## config.mk

```make
export PLATFORM = sky130hd
export DESIGN_NAME = bli_ram
export DESIGN_NICKNAME = d
export VERILOG_FILES = /design/src/sv/bli_ram.sv
export SDC_FILE = /design/constraint.sdc
export NUM_CORES = 1
export LEC_CHECK = 0
export BUFFER_PORTS_ARGS = -buffer_cell sky130_fd_sc_hd__buf_2
export CAP_MARGIN = 20
export CORE_AREA = 2 2 331 169
export DETAILED_ROUTE_END_ITERATION = 7
export DIE_AREA = 0 0 333 171
export SYNTH_ARGS = -nofsm -noshare
export SYNTH_HDL_FRONTEND = slang
export SYNTH_SLANG_ARGS = --single-unit
```

## constraint.sdc

```tcl
create_clock -name clock -period 4.44 [get_ports clock]
set_input_delay 0.888 -clock clock [delete_from_list [all_inputs] [get_ports clock]]
set_output_delay 0.888 -clock clock [all_outputs]
set_load 0.02 [all_outputs]
```

## src/sv/bli_ram.sv

```systemverilog
// ---------------------------------------------------------------------------
// bli_ram: generic RAM, one write port, two registered read ports
// ---------------------------------------------------------------------------
module bli_ram #(
   parameter int WIDTH = 32,
   parameter int DEPTH = 16
) (
   input  logic                     clock,
   input  logic                     wr_en,
   input  logic [$clog2(DEPTH)-1:0] wr_addr,
   input  logic [WIDTH-1:0]         wr_data,
   input  logic [$clog2(DEPTH)-1:0] rd_addr_a,
   input  logic [$clog2(DEPTH)-1:0] rd_addr_b,
   output logic [WIDTH-1:0]         rd_data_a,
   output logic [WIDTH-1:0]         rd_data_b
);

   logic [WIDTH-1:0] mem_ff [DEPTH];
   logic [WIDTH-1:0] rd_a_ff;
   logic [WIDTH-1:0] rd_b_ff;

   always_ff @(posedge clock) begin
      if (wr_en) begin
         mem_ff[wr_addr] <= wr_data;
      end
      rd_a_ff <= mem_ff[rd_addr_a];
      rd_b_ff <= mem_ff[rd_addr_b];
   end

   assign rd_data_a = rd_a_ff;
   assign rd_data_b = rd_b_ff;

endmodule

```

==> flow_summary.yaml <==
timing:
  rsz0062_at_grt: "false"
  fin_setup_tns_ns: 0
  slew_headroom_pct: 21.3
  tightestPinTransition_ns: 1.18
  slew_viol_final: 0
  timing.final.crit_share_pct: 53.1
  fmax_mhz: 424
  min_period_ns: 2.36
  setup_viol: 0
  hold_viol: 0
  skew_ns: 0.0264
layout:
  num_antenna_cells: 0
  area_growth_pct: 13.9
  design_area_sq_mm: 0.0275
  layout_commonest_cell: "edfxtp_1"
  filler_cell_count: 4318
  layout_common_cells: "edfxtp_1 (512), mux4_2 (256), a22oi_1 (128)"
  nets: 1306
  drive_gt1_share_pct: 39.7
  fin_util_pct: 50.6
drt:
  drt_iter0_markers: 1415
  viasPerCell: 6.25
  routedWlPerCell_um: 31.0
  dr.pass1.iters: 5
  ant_nets: 0
  wirelength_mm: 62.8
  via_count: 12700
  remaining_drc_errors: 0
place:
  placed_area_sq_mm: 0.0259
  dp_hpwl_mm: 35.5
  gp_congestion: 0.753
  port_buffers: 109
floorplanning:
  die_w_um: 333
  start_util_pct: 44.4
  dieArea_sq_mm: 0.0569
  boundaryPins: 110
  fp.coreArea_sq_mm: 0.0545
  rows: 61
  dieHeight_um: 171
cts:
  holdBufCountCts: 0
  cts.clk_slew.worst_paths_ns: 0.07
  cts_inserted_buffers: 51
  cts.sinks: 576
  cts-resized-gates: 0
  cts-htree-levels: 2
  cts-root-buf: "clkbuf_16"
  clock_latency_ns: 0.60
  cts_tree: "done"
  post-cts-setup-buffer-count: 0
  clockBufferDepth: 3
worst_setup_path:
  worstPathArrival_ns: 2.59
  critPathLaunchType: "primary input"
  cp.required_ns: 4.67
  crit_path_end_kind: "flip-flop"
  crit_type: "primary input to flip-flop"
  worstPathMaxFanout: 20
yosys:
  avgSynthCellArea_sq_um: 21.2
  synth.top_cell.area_share_pct: 63.6
  yosys.area.top_type: "edfxtp_1"
  syn_nets: 1187
  syn_inst: 1141
  synth_area_sq_mm: 0.0242
  yosys-top-cells-area: "edfxtp_1 (64%), mux4_2 (24%), dfxtp_1 (5.3%)"
  yosys_warnings: 0
  ys_types: 17
  synth-seq-area-share_pct: 68.9
  synth_seq_cells: 576
run_status:
  status: "finished clean"
flow_run:
  cap_violations: 0
grt:
  overflow: 0
  grt_start_max_net_pins: 58
  grt_pass1_wl_mm: 92.4
  grt_pass1_vias: 13000
  grt_usage_pct: 22.6
  grt_antenna_before_repair: 0
pwr:
  powerDensity_mw_per_mm2: 419
  peakVddDrop_mv: 0.325
  p_leak_uw: 0.00892
hold_path:
  hp-class: "primary input to flip-flop"
-- state kept, by name (all words and copies together) (netlist names) --
name and count:
mem_ff 512, rd_data_a 32, rd_data_b 32
-- power breakdown --
group	switching (uW)	internal (uW)
Combinational	572	399
Clock	2010	2440
Sequential	68.1	6060
Total	2650	8900
-- cells by family after synthesis --
group	synth area share (%)
AND/OR/NAND/NOR	1.63
flip-flops	68.9
multiplexers	23.8
AO/OA/AOI/OAI	3.97
buffers and inverters	1.70
-- worst max-delay path, cell delays in order --
cell and delay (ns):
buf_2 0.12, or3b_2 0.59, nor2_4 0.50, buf_4 0.48
-- final timing paths --
check	cells after the start	from	slack (ns)	endpoint
setup / recovery	4	wr_addr[2]	2.08	mem_ff[3][26]$_DFFE_PP_
hold / removal	1	wr_data[11]	0.66	mem_ff[12][11]$_DFFE_PP_
setup reg to reg	3	mem_ff[9][6]$_DFFE_PP_	2.99	rd_data_a[6]$_DFF_P_
hold reg to reg	3	mem_ff[14][30]$_DFFE_PP_	0.69	rd_data_b[30]$_DFF_P_
-- synth_stat cells --
library cell / n
a22oi_1: 128
and2_1: 2
buf_1: 13
buf_2: 16
buf_4: 18
clkbuf_1: 39
dfxtp_1: 64
edfxtp_1: 512
mux4_2: 256
nand2_1: 65
nand2b_1: 2
nand3_1: 1
nand3b_1: 2
nor2_1: 14
nor2b_1: 4
nor3_1: 4
or3b_2: 1
-- final cells by class --
class / count / area, sq um / area share [%]
Clock inverter: 35 / 304 / 1.10
Clock buffer: 61 / 1370 / 4.96
Multi-Input combinational cell: 479 / 7280 / 26.4
Sequential cell: 576 / 16700 / 60.5
Timing Repair Buffer: 152 / 1040 / 3.77
Tap cell: 724 / 906 / 3.29
-- through the flow --
| step | hold slack (ns) | worst slack, ns | instances | power (uW) |
|---|---|---|---|---|
| 3_5_place_dp | 0.680 | 1.37 | 1930 | 7230 |
| 3_3_place_gp | 0.683 | 1.38 | 1929 | 7220 |
| 2_1_floorplan | 0.655 | 0.372 | 1141 | 6840 |
| 6_report | 0.665 | 2.08 | 2027 | 11600 |
| 4_1_cts | 0.640 | 2.00 | 2026 | 11700 |
| 5_1_grt | 0.654 | 1.97 | 2027 | 12000 |
-- metal layers --
metal / global-route usage [%] / part of all wire, % / vias up
met5: 0 / 0 / -
met4: 4.84 / 1.7 / 0
met3: 4.51 / 8.3 / 83
met2: 34.8 / 46 / 603
met1: 33.8 / 44 / 6778
li1: - / - / 5195
No activity file was read; power rests on OpenSTA's default activity.
